==> src/hdl/nbody_gravity_step_defines.svh <==
// Assertion helpers for the gravity step block.
// Both macros expect clk_i and rst_ni in the scope where they are used.
`ifndef NBODY_GRAVITY_STEP_DEFINES_SVH
`define NBODY_GRAVITY_STEP_DEFINES_SVH
`ifndef SYNTHESIS
`define NBG_ASSERT(lbl, prop) \
  lbl: assert property (@(posedge clk_i) disable iff (!rst_ni) prop) \
    else $error("nbg assertion failed");
`define NBG_ASSERT_NEVER(lbl, expr) \
  lbl: assert property (@(posedge clk_i) disable iff (!rst_ni) !(expr)) \
    else $error("nbg invariant violated");
`else
`define NBG_ASSERT(lbl, prop)
`define NBG_ASSERT_NEVER(lbl, expr)
`endif
`endif

==> src/hdl/nbg_pkg.sv <==
package nbg_pkg;

  localparam int unsigned MAX_BODIES_DEF = 64;
  localparam int unsigned FRAC_BITS_DEF  = 16;
  localparam logic [31:0] STEP_TIME_RST  = 32'h0001_0000;

  typedef enum logic [4:0] {
    S_LOAD, S_RDI, S_LATI, S_RDJ, S_CHKJ, S_SQ, S_SQSUM, S_ZCHK, S_SQRTW,
    S_DIV1, S_DIV1W, S_DIV2, S_DIV2W, S_PMUL, S_PDIV, S_PDIVW, S_NEXTJ,
    S_VMUL, S_VADD, S_XMUL, S_XADD, S_EMIT, S_OUT
  } state_e;

  typedef enum logic [4:0] {
    OP_NONE, OP_WRITE, OP_LATCH_I, OP_DIFF, OP_SQ, OP_SQSUM, OP_SQRT_GO,
    OP_DIV1_GO, OP_T1, OP_DIV2_GO, OP_T2, OP_PMUL, OP_DIV3_GO, OP_ACC,
    OP_VMUL, OP_VADD, OP_XMUL, OP_XADD, OP_EMIT
  } dp_op_e;

  typedef struct packed {
    dp_op_e     op;
    logic [1:0] axis;
    logic       last;
  } dp_cmd_t;

  typedef struct packed {
    logic [1:0] flags;     // {attracts_others, is_affected} of the word just read
    logic       s_zero;
    logic       unit_done;
  } dp_stat_t;

  typedef struct packed {
    logic signed [31:0] pos_x;
    logic signed [31:0] pos_y;
    logic signed [31:0] pos_z;
    logic signed [31:0] vel_x;
    logic signed [31:0] vel_y;
    logic signed [31:0] vel_z;
    logic        [31:0] body_mass;
    logic               is_affected;
    logic               attracts_others;
    logic               last_body;
  } body_t;

  typedef struct packed {
    logic signed [31:0] new_pos_x;
    logic signed [31:0] new_pos_y;
    logic signed [31:0] new_pos_z;
    logic signed [31:0] new_vel_x;
    logic signed [31:0] new_vel_y;
    logic signed [31:0] new_vel_z;
    logic               final_result;
  } result_t;

endpackage

==> src/hdl/nbg_ctrl.sv <==
`include "nbody_gravity_step_defines.svh"

module nbg_ctrl #(
  parameter int unsigned MAX_BODIES = nbg_pkg::MAX_BODIES_DEF,
  localparam int unsigned AW = $clog2(MAX_BODIES),
  localparam int unsigned CW = $clog2(MAX_BODIES + 1)
) (
  input  logic              clk_i,
  input  logic              rst_ni,
  input  logic              in_valid_i,
  input  logic              in_last_i,
  output logic              in_ready_o,
  output logic              out_valid_o,
  input  logic              out_ready_i,
  input  nbg_pkg::dp_stat_t stat_i,
  output nbg_pkg::dp_cmd_t  cmd_o,
  output logic [AW-1:0]     addr_o
);

  nbg_pkg::state_e state_q, state_d;
  logic [CW-1:0]   count_q, count_d, n_q, n_d;
  logic [AW-1:0]   i_q, i_d, j_q, j_d;
  logic [1:0]      k_q, k_d;
  logic            i_last, j_last;

  assign i_last = (CW'(i_q) + CW'(1)) == n_q;
  assign j_last = (CW'(j_q) + CW'(1)) == n_q;

  always_ff @(posedge clk_i or negedge rst_ni) begin
    if (!rst_ni) begin
      state_q <= nbg_pkg::S_LOAD;
      count_q <= '0;
      n_q     <= '0;
      i_q     <= '0;
      j_q     <= '0;
      k_q     <= '0;
    end else begin
      state_q <= state_d;
      count_q <= count_d;
      n_q     <= n_d;
      i_q     <= i_d;
      j_q     <= j_d;
      k_q     <= k_d;
    end
  end

  always_comb begin
    state_d = state_q;
    count_d = count_q;
    n_d     = n_q;
    i_d     = i_q;
    j_d     = j_q;
    k_d     = k_q;
    unique case (state_q)
      nbg_pkg::S_LOAD: begin
        if (in_valid_i) begin
          // a full store closes the set as if marked last
          if (in_last_i || count_q == CW'(MAX_BODIES - 1)) begin
            n_d     = count_q + CW'(1);
            count_d = '0;
            i_d     = '0;
            state_d = nbg_pkg::S_RDI;
          end else begin
            count_d = count_q + CW'(1);
          end
        end
      end
      nbg_pkg::S_RDI:  state_d = nbg_pkg::S_LATI;
      nbg_pkg::S_LATI: begin
        if (stat_i.flags[0]) begin
          j_d     = '0;
          state_d = nbg_pkg::S_RDJ;
        end else begin
          state_d = nbg_pkg::S_EMIT;
        end
      end
      nbg_pkg::S_RDJ:  state_d = nbg_pkg::S_CHKJ;
      nbg_pkg::S_CHKJ: begin
        if (j_q == i_q || !stat_i.flags[1]) begin
          state_d = nbg_pkg::S_NEXTJ;
        end else begin
          k_d     = '0;
          state_d = nbg_pkg::S_SQ;
        end
      end
      nbg_pkg::S_SQ: begin
        k_d = k_q + 2'd1;
        if (k_q == 2'd2) state_d = nbg_pkg::S_SQSUM;
      end
      nbg_pkg::S_SQSUM: state_d = nbg_pkg::S_ZCHK;
      nbg_pkg::S_ZCHK:  state_d = stat_i.s_zero ? nbg_pkg::S_NEXTJ : nbg_pkg::S_SQRTW;
      nbg_pkg::S_SQRTW: if (stat_i.unit_done) state_d = nbg_pkg::S_DIV1;
      nbg_pkg::S_DIV1:  state_d = nbg_pkg::S_DIV1W;
      nbg_pkg::S_DIV1W: if (stat_i.unit_done) state_d = nbg_pkg::S_DIV2;
      nbg_pkg::S_DIV2:  state_d = nbg_pkg::S_DIV2W;
      nbg_pkg::S_DIV2W: begin
        if (stat_i.unit_done) begin
          k_d     = '0;
          state_d = nbg_pkg::S_PMUL;
        end
      end
      nbg_pkg::S_PMUL: state_d = nbg_pkg::S_PDIV;
      nbg_pkg::S_PDIV: state_d = nbg_pkg::S_PDIVW;
      nbg_pkg::S_PDIVW: begin
        if (stat_i.unit_done) begin
          k_d     = k_q + 2'd1;
          state_d = (k_q == 2'd2) ? nbg_pkg::S_NEXTJ : nbg_pkg::S_PMUL;
        end
      end
      nbg_pkg::S_NEXTJ: begin
        if (j_last) begin
          k_d     = '0;
          state_d = nbg_pkg::S_VMUL;
        end else begin
          j_d     = j_q + AW'(1);
          state_d = nbg_pkg::S_RDJ;
        end
      end
      nbg_pkg::S_VMUL: state_d = nbg_pkg::S_VADD;
      nbg_pkg::S_VADD: state_d = nbg_pkg::S_XMUL;
      nbg_pkg::S_XMUL: state_d = nbg_pkg::S_XADD;
      nbg_pkg::S_XADD: begin
        k_d     = k_q + 2'd1;
        state_d = (k_q == 2'd2) ? nbg_pkg::S_EMIT : nbg_pkg::S_VMUL;
      end
      nbg_pkg::S_EMIT: state_d = nbg_pkg::S_OUT;
      nbg_pkg::S_OUT: begin
        if (out_ready_i) begin
          if (i_last) begin
            state_d = nbg_pkg::S_LOAD;
          end else begin
            i_d     = i_q + AW'(1);
            state_d = nbg_pkg::S_RDI;
          end
        end
      end
      default: state_d = nbg_pkg::S_LOAD;
    endcase
  end

  always_comb begin
    cmd_o.op    = nbg_pkg::OP_NONE;
    cmd_o.axis  = k_q;
    cmd_o.last  = i_last;
    addr_o      = i_q;
    in_ready_o  = 1'b0;
    out_valid_o = 1'b0;
    unique case (state_q)
      nbg_pkg::S_LOAD: begin
        in_ready_o = 1'b1;
        addr_o     = count_q[AW-1:0];
        if (in_valid_i) cmd_o.op = nbg_pkg::OP_WRITE;
      end
      nbg_pkg::S_RDJ:   addr_o   = j_q;
      nbg_pkg::S_LATI:  cmd_o.op = nbg_pkg::OP_LATCH_I;
      nbg_pkg::S_CHKJ:  cmd_o.op = nbg_pkg::OP_DIFF;
      nbg_pkg::S_SQ:    cmd_o.op = nbg_pkg::OP_SQ;
      nbg_pkg::S_SQSUM: cmd_o.op = nbg_pkg::OP_SQSUM;
      nbg_pkg::S_ZCHK:  if (!stat_i.s_zero) cmd_o.op = nbg_pkg::OP_SQRT_GO;
      nbg_pkg::S_DIV1:  cmd_o.op = nbg_pkg::OP_DIV1_GO;
      nbg_pkg::S_DIV1W: if (stat_i.unit_done) cmd_o.op = nbg_pkg::OP_T1;
      nbg_pkg::S_DIV2:  cmd_o.op = nbg_pkg::OP_DIV2_GO;
      nbg_pkg::S_DIV2W: if (stat_i.unit_done) cmd_o.op = nbg_pkg::OP_T2;
      nbg_pkg::S_PMUL:  cmd_o.op = nbg_pkg::OP_PMUL;
      nbg_pkg::S_PDIV:  cmd_o.op = nbg_pkg::OP_DIV3_GO;
      nbg_pkg::S_PDIVW: if (stat_i.unit_done) cmd_o.op = nbg_pkg::OP_ACC;
      nbg_pkg::S_VMUL:  cmd_o.op = nbg_pkg::OP_VMUL;
      nbg_pkg::S_VADD:  cmd_o.op = nbg_pkg::OP_VADD;
      nbg_pkg::S_XMUL:  cmd_o.op = nbg_pkg::OP_XMUL;
      nbg_pkg::S_XADD:  cmd_o.op = nbg_pkg::OP_XADD;
      nbg_pkg::S_EMIT:  cmd_o.op = nbg_pkg::OP_EMIT;
      nbg_pkg::S_OUT:   out_valid_o = 1'b1;
      default: ;
    endcase
  end

  `NBG_ASSERT(a_pair_distinct, (state_q == nbg_pkg::S_SQ) |-> (i_q != j_q))
  `NBG_ASSERT(a_emit_in_set, (state_q == nbg_pkg::S_OUT) |-> (CW'(i_q) < n_q))
  `NBG_ASSERT(a_set_closes, (state_q == nbg_pkg::S_OUT && out_ready_i && i_last) |=> (state_q == nbg_pkg::S_LOAD && count_q == '0))
  `NBG_ASSERT_NEVER(a_count_bound, count_q >= CW'(MAX_BODIES))

endmodule

==> config.mk <==
export PLATFORM = sky130hd
export DESIGN_NAME = nbg_ctrl
export DESIGN_NICKNAME = d
export VERILOG_FILES = /design/src/hdl/nbg_pkg.sv /design/src/hdl/nbg_ctrl.sv
export VERILOG_INCLUDE_DIRS = /design/src /design/src/hdl
export SDC_FILE = /design/constraint.sdc
export NUM_CORES = 1
export LEC_CHECK = 0
export ABC_AREA = 1
export BUFFER_PORTS_ARGS = -buffer_cell sky130_fd_sc_hd__buf_4
export CAP_MARGIN = 25
export CORE_MARGIN = 2
export CORE_UTILIZATION = 55
export CTS_CLUSTER_SIZE = 28
export DETAILED_ROUTE_END_ITERATION = 16
export PLACE_DENSITY = 0.71
export SYNTH_ARGS = -nofsm -noshare
export SYNTH_HDL_FRONTEND = slang
export SYNTH_SLANG_ARGS = --single-unit
export TNS_END_PERCENT = 20
==> constraint.sdc <==
create_clock -name clk_i -period 5.11 [get_ports clk_i]
set_clock_uncertainty 0.05 [all_clocks]
set_input_delay 0.511 -clock clk_i [delete_from_list [all_inputs] [get_ports clk_i]]
set_output_delay 0.511 -clock clk_i [all_outputs]
set_load 0.02 [all_outputs]
# Yosys cells after proc, flatten, opt, wreduce, memory -nomap -nowiden

Index checks and enable logic that the tools add are counted.

Flip-flop bits (word level): 33
Bits of input ports: 9
Output and inout bits: 16
Word-level logic and storage cells: 105

Add/subtract/negate cells: 6
Equality and inequality tests: 40
Multiplexer cells: 39
Reductions and logical operators: 14

Operator list:

| kind                  | number |
|---|---|
| $pmux W5 S23          | 1 |
| $pmux W5 S18          | 1 |
| $mux W5               | 13 |
| $eq A5 B4 Y1 const B  | 8 |
| $mux W6               | 6 |
| $pmux W6 S2           | 3 |
| $eq A5 B5 Y1 const B  | 7 |
| $ne A2 B2 Y1 const B  | 13 |
| $eq A5 B3 Y1 const B  | 4 |
| $add A6 B1 Y7 const B | 2 |
| $eq A7 B7 Y1          | 2 |
| $add A6 B1 Y6 const B | 2 |
| $mux W4               | 3 |
| $eq A5 B2 Y1 const B  | 2 |
| $pmux W2 S5           | 1 |
| $reduce_and A5 Y1     | 2 |
| $mux W2               | 4 |
| $reduce_and A8 Y1     | 1 |
| $add A7 B1 Y7 const B | 1 |
| $eq A7 B6 Y1 const B  | 1 |
| $mux W7               | 1 |
| $eq A6 B6 Y1          | 1 |
| $mux W3               | 2 |
| $reduce_and A3 Y1     | 2 |
| other kinds (11)      | 16 |

# Depth between registers and ports, before layout

Gate-level depths: netlist of the first run.

Depth after elaboration: 5
Gate-level depth with buffers: 14
Depth with buffers taken out: 14

# Worst setup path before layout of the first run

OpenSTA, ideal clock, no wires.

Path kind: register to output
From: register state_q[0]
To: output cmd_o[3] (netlist bit)
Arrival time: 1.484 ns
Data required time: 4.549 ns
Path slack: 3.065 ns
Stages on the path, launching flop included: 9
Buffers on the path: 1
Cell sequence: dfrtp_1 nor2_2 nand2_4 nor2_8 nand2_1 inv_1 buf_2 nor3_1 nand2_1

RTL lines:

| element                  | RTL line       | RTL |
|---|---|---|
| start: declaration       | nbg_ctrl.sv:20 | `nbg_pkg::state_e state_q, state_d;` |
| start signal: assignment | nbg_ctrl.sv:31 | `state_q <= nbg_pkg::S_LOAD;` |
| start signal: assignment | nbg_ctrl.sv:38 | `state_q <= state_d;` |
| end: declaration         | nbg_ctrl.sv:16 | `output nbg_pkg::dp_cmd_t cmd_o,` |

==> flow_metrics.env, run 1 <==
export IMPL_yosysTopAreaCell="dfrtp_1"
export IMPL_final_seq_area_um2=825.8
export IMPL_hp_class="in2async"
export IMPL_crit_type="reg2out"
export IMPL_synth_compound_gate_area_share=0.1130
export IMPL_synthTopCellsByArea="dfrtp_1, nand2_1, inv_1"
export IMPL_synthSimpleGateAreaFrac=0.4437
export IMPL_num_io_pins=25
export IMPL_critPathMaxStageDelay_ns=0.53
export IMPL_grt_pass1_vias=2542
export IMPL_path_cells="ha_1 -> nand2_1 -> o21ai_2 -> nand2_1 -> nand2_1 -> nand2_1 -> nor2_1 -> nand3_1 -> inv_1 -> buf_4"
export IMPL_synth_edff_count=0
export IMPL_syn_nets=446
export IMPL_grt_use_total=0.2889
export IMPL_netlist_cell_type_count=36
export IMPL_postCtsHoldBufs=0
export IMPL_drv_slew=0
export IMPL_postSynthCellCount=433
export IMPL_min_period_over_period=0.5084
export IMPL_layout_nets=473
export IMPL_max_clock_freq_mhz=384.9
export IMPL_maxSlewHeadroom=0.7117
export IMPL_cts_clk_slew_worst_paths_ns=0.08
export IMPL_grt_pass1_wl_um=12300
export IMPL_muxShareOfSynthArea=0
export IMPL_worstPathMaxFanout=11
export IMPL_rows=26
export IMPL_htree_num_levels=2
export IMPL_cp_num_cells=10
export IMPL_netlist_area_mm2=0.002811
export IMPL_period_needed_ns=2.598
export IMPL_p_per_area_mw_per_mm2=494.1
export IMPL_globalplace_congestion=0.9597
export IMPL_power_leakage_nw=1.698
export IMPL_synth_top_family_by_area="simple AND/OR/NAND/NOR gates"
export IMPL_maxCapViolCount=0
export IMPL_ctsResizeCount=0
export IMPL_grt_ovfl_total=0
export IMPL_crit_buf_inv=2
export IMPL_crit_path_end_kind="output pin"
export IMPL_drt_pass1_iterations=4
export IMPL_worstPathArrival_ns=2.04
export IMPL_synth_flop_cell="dfrtp_1"
export IMPL_cts_buffer_depth=2
export IMPL_yosysWarnings=0
export IMPL_cts_setup_buffers=0
export IMPL_areaGrowthSynthToFinish_pct=12.73
export IMPL_avgViaCountPerCell=5.586
export IMPL_r2r_cells=10
export IMPL_cts_root_buf="clkbuf_8"
export IMPL_rsz0062_at_grt="no"
export IMPL_final_fill_count=477
export IMPL_drive_gt1_frac=0.1562
export IMPL_synth_seq_area_share=0.2937
export IMPL_total_power_mw=1.566
export IMPL_multi_input_area_mm2=0.001692
export IMPL_tns_ns=0
export IMPL_status="finished clean"
export IMPL_worstSkewPairLatency_ns=0.30
export IMPL_die_area_mm2=0.005700
export IMPL_diodes=0
export IMPL_die_x_um=75.50
export IMPL_wl_um=7798
export IMPL_dp_hpwl_um=6157
export IMPL_synth_xor_area_frac=0.02715
export IMPL_wl_per_cell_um=14.69
export IMPL_grt_start_max_net_pins=34
export IMPL_crit_path_frequent_cell="nand2_1"
export IMPL_place_port_buffers=24
export IMPL_die_y_um=75.50
export IMPL_yosys_area_share_adder=0.01780
export IMPL_synth_top_area_frac=0.2937
export IMPL_initial_core_util=0.5612
export IMPL_critPathSlowestCell="dfrtp_1"
export IMPL_route_detailed_drc=0
export IMPL_cp_required_ns=4.55
export IMPL_clock_sinks=33
export IMPL_final_common_cell="nand2_1"
export IMPL_crit_path_start_kind="flip-flop"
export IMPL_ys_seq_elements=33
export IMPL_cts_buffers=5
export IMPL_async_flop_share=1.000
export IMPL_antenna_found_initial=0
export IMPL_cp_top_family="simple AND/OR/NAND/NOR gates"
export IMPL_worst_slew_pin_slew_ns=0.4325
export IMPL_avgSynthCellArea_um2=6.493
export IMPL_cts_tree="done"
export IMPL_finalSetupViolCount=0
export IMPL_drtIter0Drc=288
export IMPL_vdd_drop_max_uv=316.9
export IMPL_postRouteAntennaNets=0
export IMPL_finalHoldViolCount=0
export IMPL_most_common_layout_cells="nand2_1, inv_1, nor2_1"
export IMPL_via_count=2966
export IMPL_core_area_mm2=0.005010
-- layout make-up --
class | count | share of cell area
inverters | 71 | 0.08488
multi-input cells | 325 | 0.5338
well taps | 70 | 0.02764
repair buffers | 24 | 0.05685
clock buffers | 5 | 0.02171
clock inverters | 3 | 0.01461
flip-flops and latches | 33 | 0.2606
-- worst register-to-register path: stages, from the launching register on --
cell and delay (ns):
dfrtp_1 0.48, ha_1 0.40, xor2_1 0.16, a21oi_1 0.19, nand3_1 0.10, nor2_1 0.19
nand3_2 0.15, nand2_2 0.13, nand2_1 0.09, nand2_1 0.07, nand2_1 0.05
-- cell usage after synthesis (2+ instances only) --
library cell / count
xor2_1: 5
nand2_4: 2
o211ai_1: 3
nor2_8: 2
o22ai_1: 5
dfrtp_1: 33
xor2_2: 2
nand2_1: 140
nor2_1: 40
ha_1: 4
o21ai_2: 3
o221ai_1: 7
nand3_1: 34
or2_2: 2
buf_4: 2
inv_1: 62
nor2_2: 5
a21oi_1: 6
o21ai_0: 17
a31oi_1: 2
buf_2: 2
inv_2: 8
nand4_2: 2
nand2_2: 5
nor2_4: 3
nand4_1: 20
nand3_2: 2
nor3_1: 7
-- metrics by stage --
stage / cells / util / cell area [um2] / worst slack, ns / hold WS (ns)
after CTS: 531 / 0.6326 / 3169 / 2.526 / 0.1072
after global placement: 523 / 0.6096 / 3054 / 2.902 / 0.4220
final: 531 / 0.6326 / 3169 / 2.512 / 0.08674
after global routing: 531 / 0.6326 / 3169 / 2.340 / 0.1328
after floorplan: 433 / - / 2811 / 3.065 / 0.1654
after detailed placement: 523 / 0.6096 / 3054 / 2.855 / 0.4271
-- worst paths after layout --
path	end	slack, ns	from
max	cmd_o[0]	2.51	i_q[0]
min	i_q[4]	0.09	rst_ni
max reg2reg	state_q[1]	2.97	j_q[0]
min reg2reg	k_q[0]	0.46	k_q[0]
max in group asynchronous	j_q[4]	4.61	rst_ni
min in group clk_i	count_q[6]	0.35	in_last_i
-- kinds of logic (layout without fill, tap and decap cells) --
group,after synthesis,count (layout)
and+or+nand+nor,266,266
buffers and inverters,75,103
AOI/OAI and AO/OA,48,48
DFF,33,33
xor gates and xnor gates,7,7
adders and majority gates,4,4
-- flip-flops by register name (all words and copies together), names as in the netlist --
signal,count
count_q,7
i_q,6
j_q,6
k_q,2
n_q,7
state_q,5
-- routing by layer --
metal,wire length (um),vias up,global-route usage,part of all wire
met5,0,-,0,0
met4,139,0,0.07602,0.018
met3,610,14,0.04365,0.078
met2,3521,138,0.4435,0.45
met1,3527,1353,0.4255,0.45
li1,-,1461,-,-
-- power breakdown --
| group | switching, mW | internal (mW) | total [mW] |
|---|---|---|---|
| sequential | 0.0799 | 0.331 | 0.411 |
| clock | 0.116 | 0.146 | 0.262 |
| combinational | 0.602 | 0.290 | 0.892 |
Power figures use the tool's default switching activity.
==> inputs of run 2 (changes only) <==
- clock period: 5.11 -> 2.4 ns (I/O delays scaled with it)
==> flow_metrics.env, run 2 (synthesis results as in run 1) <==
export IMPL_maxCapViolCount=0
export IMPL_finalHoldViolCount=0
export IMPL_whs_endpoint="count_q[6]"
export IMPL_route_detailed_drc=0
export IMPL_globalplace_congestion=0.9811
export IMPL_drt_pass1_iterations=5
export IMPL_r2r_slack_ns=0.32
export IMPL_worstPathMaxFanout=11
export IMPL_grt_ovfl_total=0
export IMPL_postRouteAntennaNets=0
export IMPL_holdCritStartpoint="in_last_i"
export IMPL_grt_start_max_net_pins=34
export IMPL_crit_type="reg2out"
export IMPL_die_y_um=75.50
export IMPL_worstPathArrival_ns=1.96
export IMPL_initial_core_util=0.5612
export IMPL_avgViaCountPerCell=5.662
export IMPL_htree_num_levels=2
export IMPL_antenna_found_initial=0
export IMPL_worstSkewPairLatency_ns=0.29
export IMPL_most_common_layout_cells="nand2_1, inv_1, nor2_1"
export IMPL_r2r_cells=10
export IMPL_final_common_cell="nand2_1"
export IMPL_place_port_buffers=24
export IMPL_drv_slew=0
export IMPL_path_cells="ha_2 -> nand4_1 -> nor2_1 -> nor2_1 -> nor2_1 -> nand3_1 -> inv_1 -> buf_4"
export IMPL_via_count=3018
export IMPL_total_power_mw=3.321
export IMPL_rsz0062_at_grt="no"
export IMPL_critPathMaxStageDelay_ns=0.48
export IMPL_finalSetupViolCount=0
export IMPL_maxSlewHeadroom=0.7102
export IMPL_min_period_over_period=0.9369
export IMPL_layout_nets=475
export IMPL_multi_input_area_mm2=0.001697
export IMPL_critPathSlowestCell="dfrtp_2"
export IMPL_max_clock_freq_mhz=444.7
export IMPL_r2r_end="state_q[1]"
export IMPL_cp_required_ns=2.11
export IMPL_crit_path_frequent_cell="nor2_1"
export IMPL_hp_class="in2reg"
export IMPL_cts_buffer_depth=2
export IMPL_core_area_mm2=0.005010
export IMPL_final_fill_count=497
export IMPL_grt_pass1_wl_um=12690
export IMPL_drtIter0Drc=332
export IMPL_rows=26
export IMPL_areaGrowthSynthToFinish_pct=13.57
export IMPL_top_regs="count_q x7, n_q x7"
export IMPL_cts_clk_slew_worst_paths_ns=0.08
export IMPL_power_leakage_nw=1.703
export IMPL_grt_pass1_vias=2537
export IMPL_p_per_area_mw_per_mm2=1040
export IMPL_r2r_start="j_q[0]"
export IMPL_clock_sinks=33
export IMPL_final_seq_area_um2=827.0
export IMPL_period_needed_ns=2.249
export IMPL_final_area_mm2=0.003193
export IMPL_grt_use_total=0.2977
export IMPL_status="finished clean"
export IMPL_whs_path_depth=2
export IMPL_die_area_mm2=0.005700
export IMPL_cts_root_buf="clkbuf_8"
export IMPL_num_io_pins=25
export IMPL_vdd_drop_max_uv=593.9
export IMPL_worst_slew_pin_slew_ns=0.4347
export IMPL_wl_per_cell_um=14.82
export IMPL_tns_ns=0
export IMPL_dp_hpwl_um=6266
export IMPL_crit_path_start_kind="flip-flop"
export IMPL_place_area_mm2=0.003062
export IMPL_crit_path_end_kind="output pin"
export IMPL_drive_gt1_frac=0.1641
export IMPL_wl_um=7897
export IMPL_die_x_um=75.50
export IMPL_cts_buffers=5
export IMPL_cts_tree="done"
export IMPL_diodes=0
## run 2: critical path: cells and delay by family, from the launching register on
kind	cells	cell delay (ns)
buffers and inverters	2	0.23
AND/OR/NAND/NOR	5	0.75
adder cells (fa/ha/maj)	1	0.23
flip-flops	1	0.48
## run 2: layer usage
metal | up-vias | global-route usage | share of wire | wire, um
li1 | 1466 | - | - | -
met1 | 1418 | 0.4435 | 0.48 | 3752
met2 | 126 | 0.4541 | 0.45 | 3566
met3 | 8 | 0.05159 | 0.065 | 516
met4 | 0 | 0.06238 | 0.0077 | 61
met5 | - | 0 | 0 | 0
## run 2: cell type report
type	instances	area share
Sequential cell	33	0.2590
Multi-Input combinational cell	325	0.5313
Clock inverter	3	0.01450
Inverter	71	0.08425
Timing Repair Buffer	26	0.06191
Tap cell	70	0.02743
Clock buffer	5	0.02155
## run 2: worst max-delay path by stage
stage,startpoint,to,slack (ns),cells after the start
2_1_floorplan,j_q[0],k_q[1],0.60,10
3_3_place_gp,j_q[0],k_q[1],0.40,10
3_5_place_dp,i_q[0],i_q[0],0.37,9
4_1_cts,i_q[0],cmd_o[0],0.09,10
5_1_grt,state_q[1],cmd_o[5],0.02,8
6_report,i_q[0],cmd_o[0],0.15,8
## run 2: what timing repair did
action,CTS,global route
setup buffers,0,0
gates resized for setup,0,4
endpoints found under the setup margin,0,3
endpoints found under the hold margin,33,0
hold buffers,1,0
## run 2: power by group
group / internal (mW) / switching, mW
Clock: 0.311 / 0.235
Sequential: 0.706 / 0.177
Combinational: 0.620 / 1.27
Total: 1.64 / 1.68
## run 2: per-stage QoR
| stage | util | setup slack, ns | instances | hold WS, ns |
|---|---|---|---|---|
| 2_1_floorplan | - | 0.6022 | 433 | -0.1056 |
| 3_3_place_gp | 0.6111 | 0.4029 | 524 | 0.1565 |
| 3_5_place_dp | 0.6111 | 0.3670 | 524 | 0.1605 |
| 4_1_cts | 0.6361 | 0.08671 | 533 | 0.07589 |
| 5_1_grt | 0.6374 | 0.01841 | 533 | 0.06852 |
| 6_report | 0.6374 | 0.1514 | 533 | 0.08512 |
==> inputs of run 3 (changes only) <==
- ABC_AREA: 1 -> default
- PLACE_DENSITY: 0.71 -> 0.75
==> flow_metrics.env, run 3 <==
export IMPL_clock_sinks=33
export IMPL_num_io_pins=25
export IMPL_die_y_um=75.66
export IMPL_multi_input_area_mm2=0.001793
export IMPL_final_fill_count=438
export IMPL_rsz0062_at_grt="no"
export IMPL_period_needed_ns=2.293
export IMPL_crit_path_end_kind="output pin"
export IMPL_synth_flop_cell="dfrtp_1"
export IMPL_grt_pass1_wl_um=11790
export IMPL_postSynthCellCount=344
export IMPL_worstPathMaxFanout=9
export IMPL_place_port_buffers=24
export IMPL_wl_um=7345
export IMPL_drv_slew=0
export IMPL_final_seq_area_um2=829.5
export IMPL_cp_top_family="compound AO/OA/AOI/OAI gates"
export IMPL_path_cells="buf_4 -> clkinvlp_4 -> o21ai_0 -> a221o_1 -> o32a_1 -> o22ai_1 -> buf_4"
export IMPL_yosysMostFrequentCell="o21ai_0"
export IMPL_ys_seq_elements=33
export IMPL_grt_start_max_net_pins=34
export IMPL_diodes=0
export IMPL_crit_buf_inv=3
export IMPL_synthTopCellsByArea="dfrtp_1, o21ai_0, xnor2_1"
export IMPL_cts_buffers=5
export IMPL_worstPathArrival_ns=2.00
export IMPL_vdd_drop_max_uv=584.1
export IMPL_finalSetupViolCount=0
export IMPL_avgViaCountPerCell=6.192
export IMPL_drtIter0Drc=178
export IMPL_syn_nets=357
export IMPL_via_count=2712
export IMPL_wl_per_cell_um=16.77
export IMPL_worstSkewPairLatency_ns=0.29
export IMPL_yosysWarnings=0
export IMPL_tns_ns=0
export IMPL_netlist_cell_type_count=70
export IMPL_async_flop_share=1.000
export IMPL_maxSlewHeadroom=0.6986
export IMPL_crit_path_start_kind="flip-flop"
export IMPL_rows=26
export IMPL_core_area_mm2=0.005042
export IMPL_status="finished clean"
export IMPL_drt_pass1_iterations=5
export IMPL_route_detailed_drc=0
export IMPL_dp_hpwl_um=5375
export IMPL_power_leakage_nw=1.314
export IMPL_finalHoldViolCount=0
export IMPL_die_area_mm2=0.005724
export IMPL_avgSynthCellArea_um2=8.209
export IMPL_cts_tree="done"
export IMPL_htree_num_levels=2
export IMPL_fin_util=0.6429
export IMPL_netlist_top_cells_count="o21ai_0, dfrtp_1, nand2_1"
export IMPL_critPathMaxStageDelay_ns=0.45
export IMPL_critPathSlowestCell="dfrtp_2"
export IMPL_yosysTopAreaCell="dfrtp_1"
export IMPL_most_common_layout_cells="buf_4, o21ai_0, dfrtp_1"
export IMPL_postRouteAntennaNets=0
export IMPL_cp_required_ns=2.11
export IMPL_cts_root_buf="clkbuf_8"
export IMPL_synth_edff_count=0
export IMPL_globalplace_congestion=0.9164
export IMPL_min_period_over_period=0.9554
export IMPL_grt_use_total=0.2759
export IMPL_synth_seq_area_share=0.2924
export IMPL_top_regs="count_q x7, n_q x7"
export IMPL_max_clock_freq_mhz=436.1
export IMPL_areaGrowthSynthToFinish_pct=14.80
export IMPL_cts_clk_slew_worst_paths_ns=0.07
export IMPL_layout_nets=380
export IMPL_crit_path_frequent_cell="buf_4"
export IMPL_p_per_area_mw_per_mm2=1242
export IMPL_grt_pass1_vias=2423
export IMPL_grt_ovfl_total=0
export IMPL_worst_slew_pin_slew_ns=0.4488
export IMPL_maxCapViolCount=0
export IMPL_netlist_area_mm2=0.002824
export IMPL_hp_class="in2reg"
export IMPL_antenna_found_initial=0
export IMPL_drive_gt1_frac=0.1902
export IMPL_initial_core_util=0.5600
export IMPL_synth_top_area_frac=0.2924
export IMPL_final_common_cell="buf_4"
export IMPL_cts_buffer_depth=2
export IMPL_die_x_um=75.66
export IMPL_crit_type="reg2out"
[run 3: changes by cell type in the layout (fill, tap and decap cells not counted), moves of 16 or more]
cell and change:
o21ai_0 +21, inv_1 -44, nor2_1 -21, nand3_1 -16, xnor2_1 +19, nand4_1 -17
nand2_1 -112
[run 3: repair_timing]
action,4_1_cts,5_1_grt
gates resized for setup,0,6
hold buffers,1,0
setup endpoints to repair,0,11
endpoints found under the hold margin,33,0
setup buffers,0,1
[run 3: worst min-delay path, cell delays in order]
cell,delay (ns)
buf_4,0.10
or4_1,0.10
nand2_1,0.05
[run 3: power breakdown]
part	internal, mW	switching [mW]
Combinational	1.08	1.36
Clock	0.311	0.223
Sequential	0.722	0.337
Total	2.11	1.92
[run 3: layer usage]
| metal | wire, um | global-route usage | up-vias |
|---|---|---|---|
| met5 | 0 | 0 | - |
| met4 | 97 | 0.09552 | 0 |
| met3 | 534 | 0.04630 | 11 |
| met2 | 3381 | 0.4242 | 113 |
| met1 | 3332 | 0.3953 | 1280 |
| li1 | - | - | 1308 |
[run 3: area by class of cell]
class,count,share of cell area
clock buffers,5,0.02123
well taps,70,0.02702
inverters,19,0.02316
repair buffers,43,0.1054
clock inverters,3,0.01428
multi-input cells,265,0.5531
flip-flops and latches,33,0.2559
[run 3: logic make-up (layout without fill, tap and decap cells)]
family,count (synthesis),after routing,share of synthesized area
adder cells (fa/ha/maj),4,4,0.01772
XOR/XNOR,29,29,0.1006
AO/OA/AOI/OAI,115,115,0.2809
multiplexers,4,4,0.01506
flip-flops,33,33,0.2924
buffers and inverters,46,70,0.07532
AND/OR/NAND/NOR,113,113,0.2180
[run 3: per-stage QoR]
stage | std cells | total power [mW] | instance area [um2] | setup WS (ns) | hold WS (ns)
CTS | 437 | 3.938 | 3203 | 0.01683 | 0.1765
global route | 438 | 4.315 | 3242 | 0.01023 | 0.1871
global placement | 428 | 3.364 | 3078 | 0.1492 | 0.1566
finish | 438 | 4.027 | 3242 | 0.1070 | 0.1852
detailed placement | 428 | 3.380 | 3078 | 0.2252 | 0.1618
floorplan | 344 | 2.740 | 2824 | 0.2597 | -0.1056
[run 3: path summary, 6_finish.rpt]
kind	startpoint	end	slack, ns	cells after the start
setup / recovery	state_q[2]	cmd_o[3]	0.11	7
min in group asynchronous	rst_ni	n_q[2]	0.38	2
hold / removal	in_last_i	count_q[4]	0.19	3
hold reg to reg	k_q[0]	k_q[0]	0.45	1
max in group asynchronous	rst_ni	state_q[0]	1.59	2
setup reg to reg	count_q[0]	state_q[0]	0.17	8
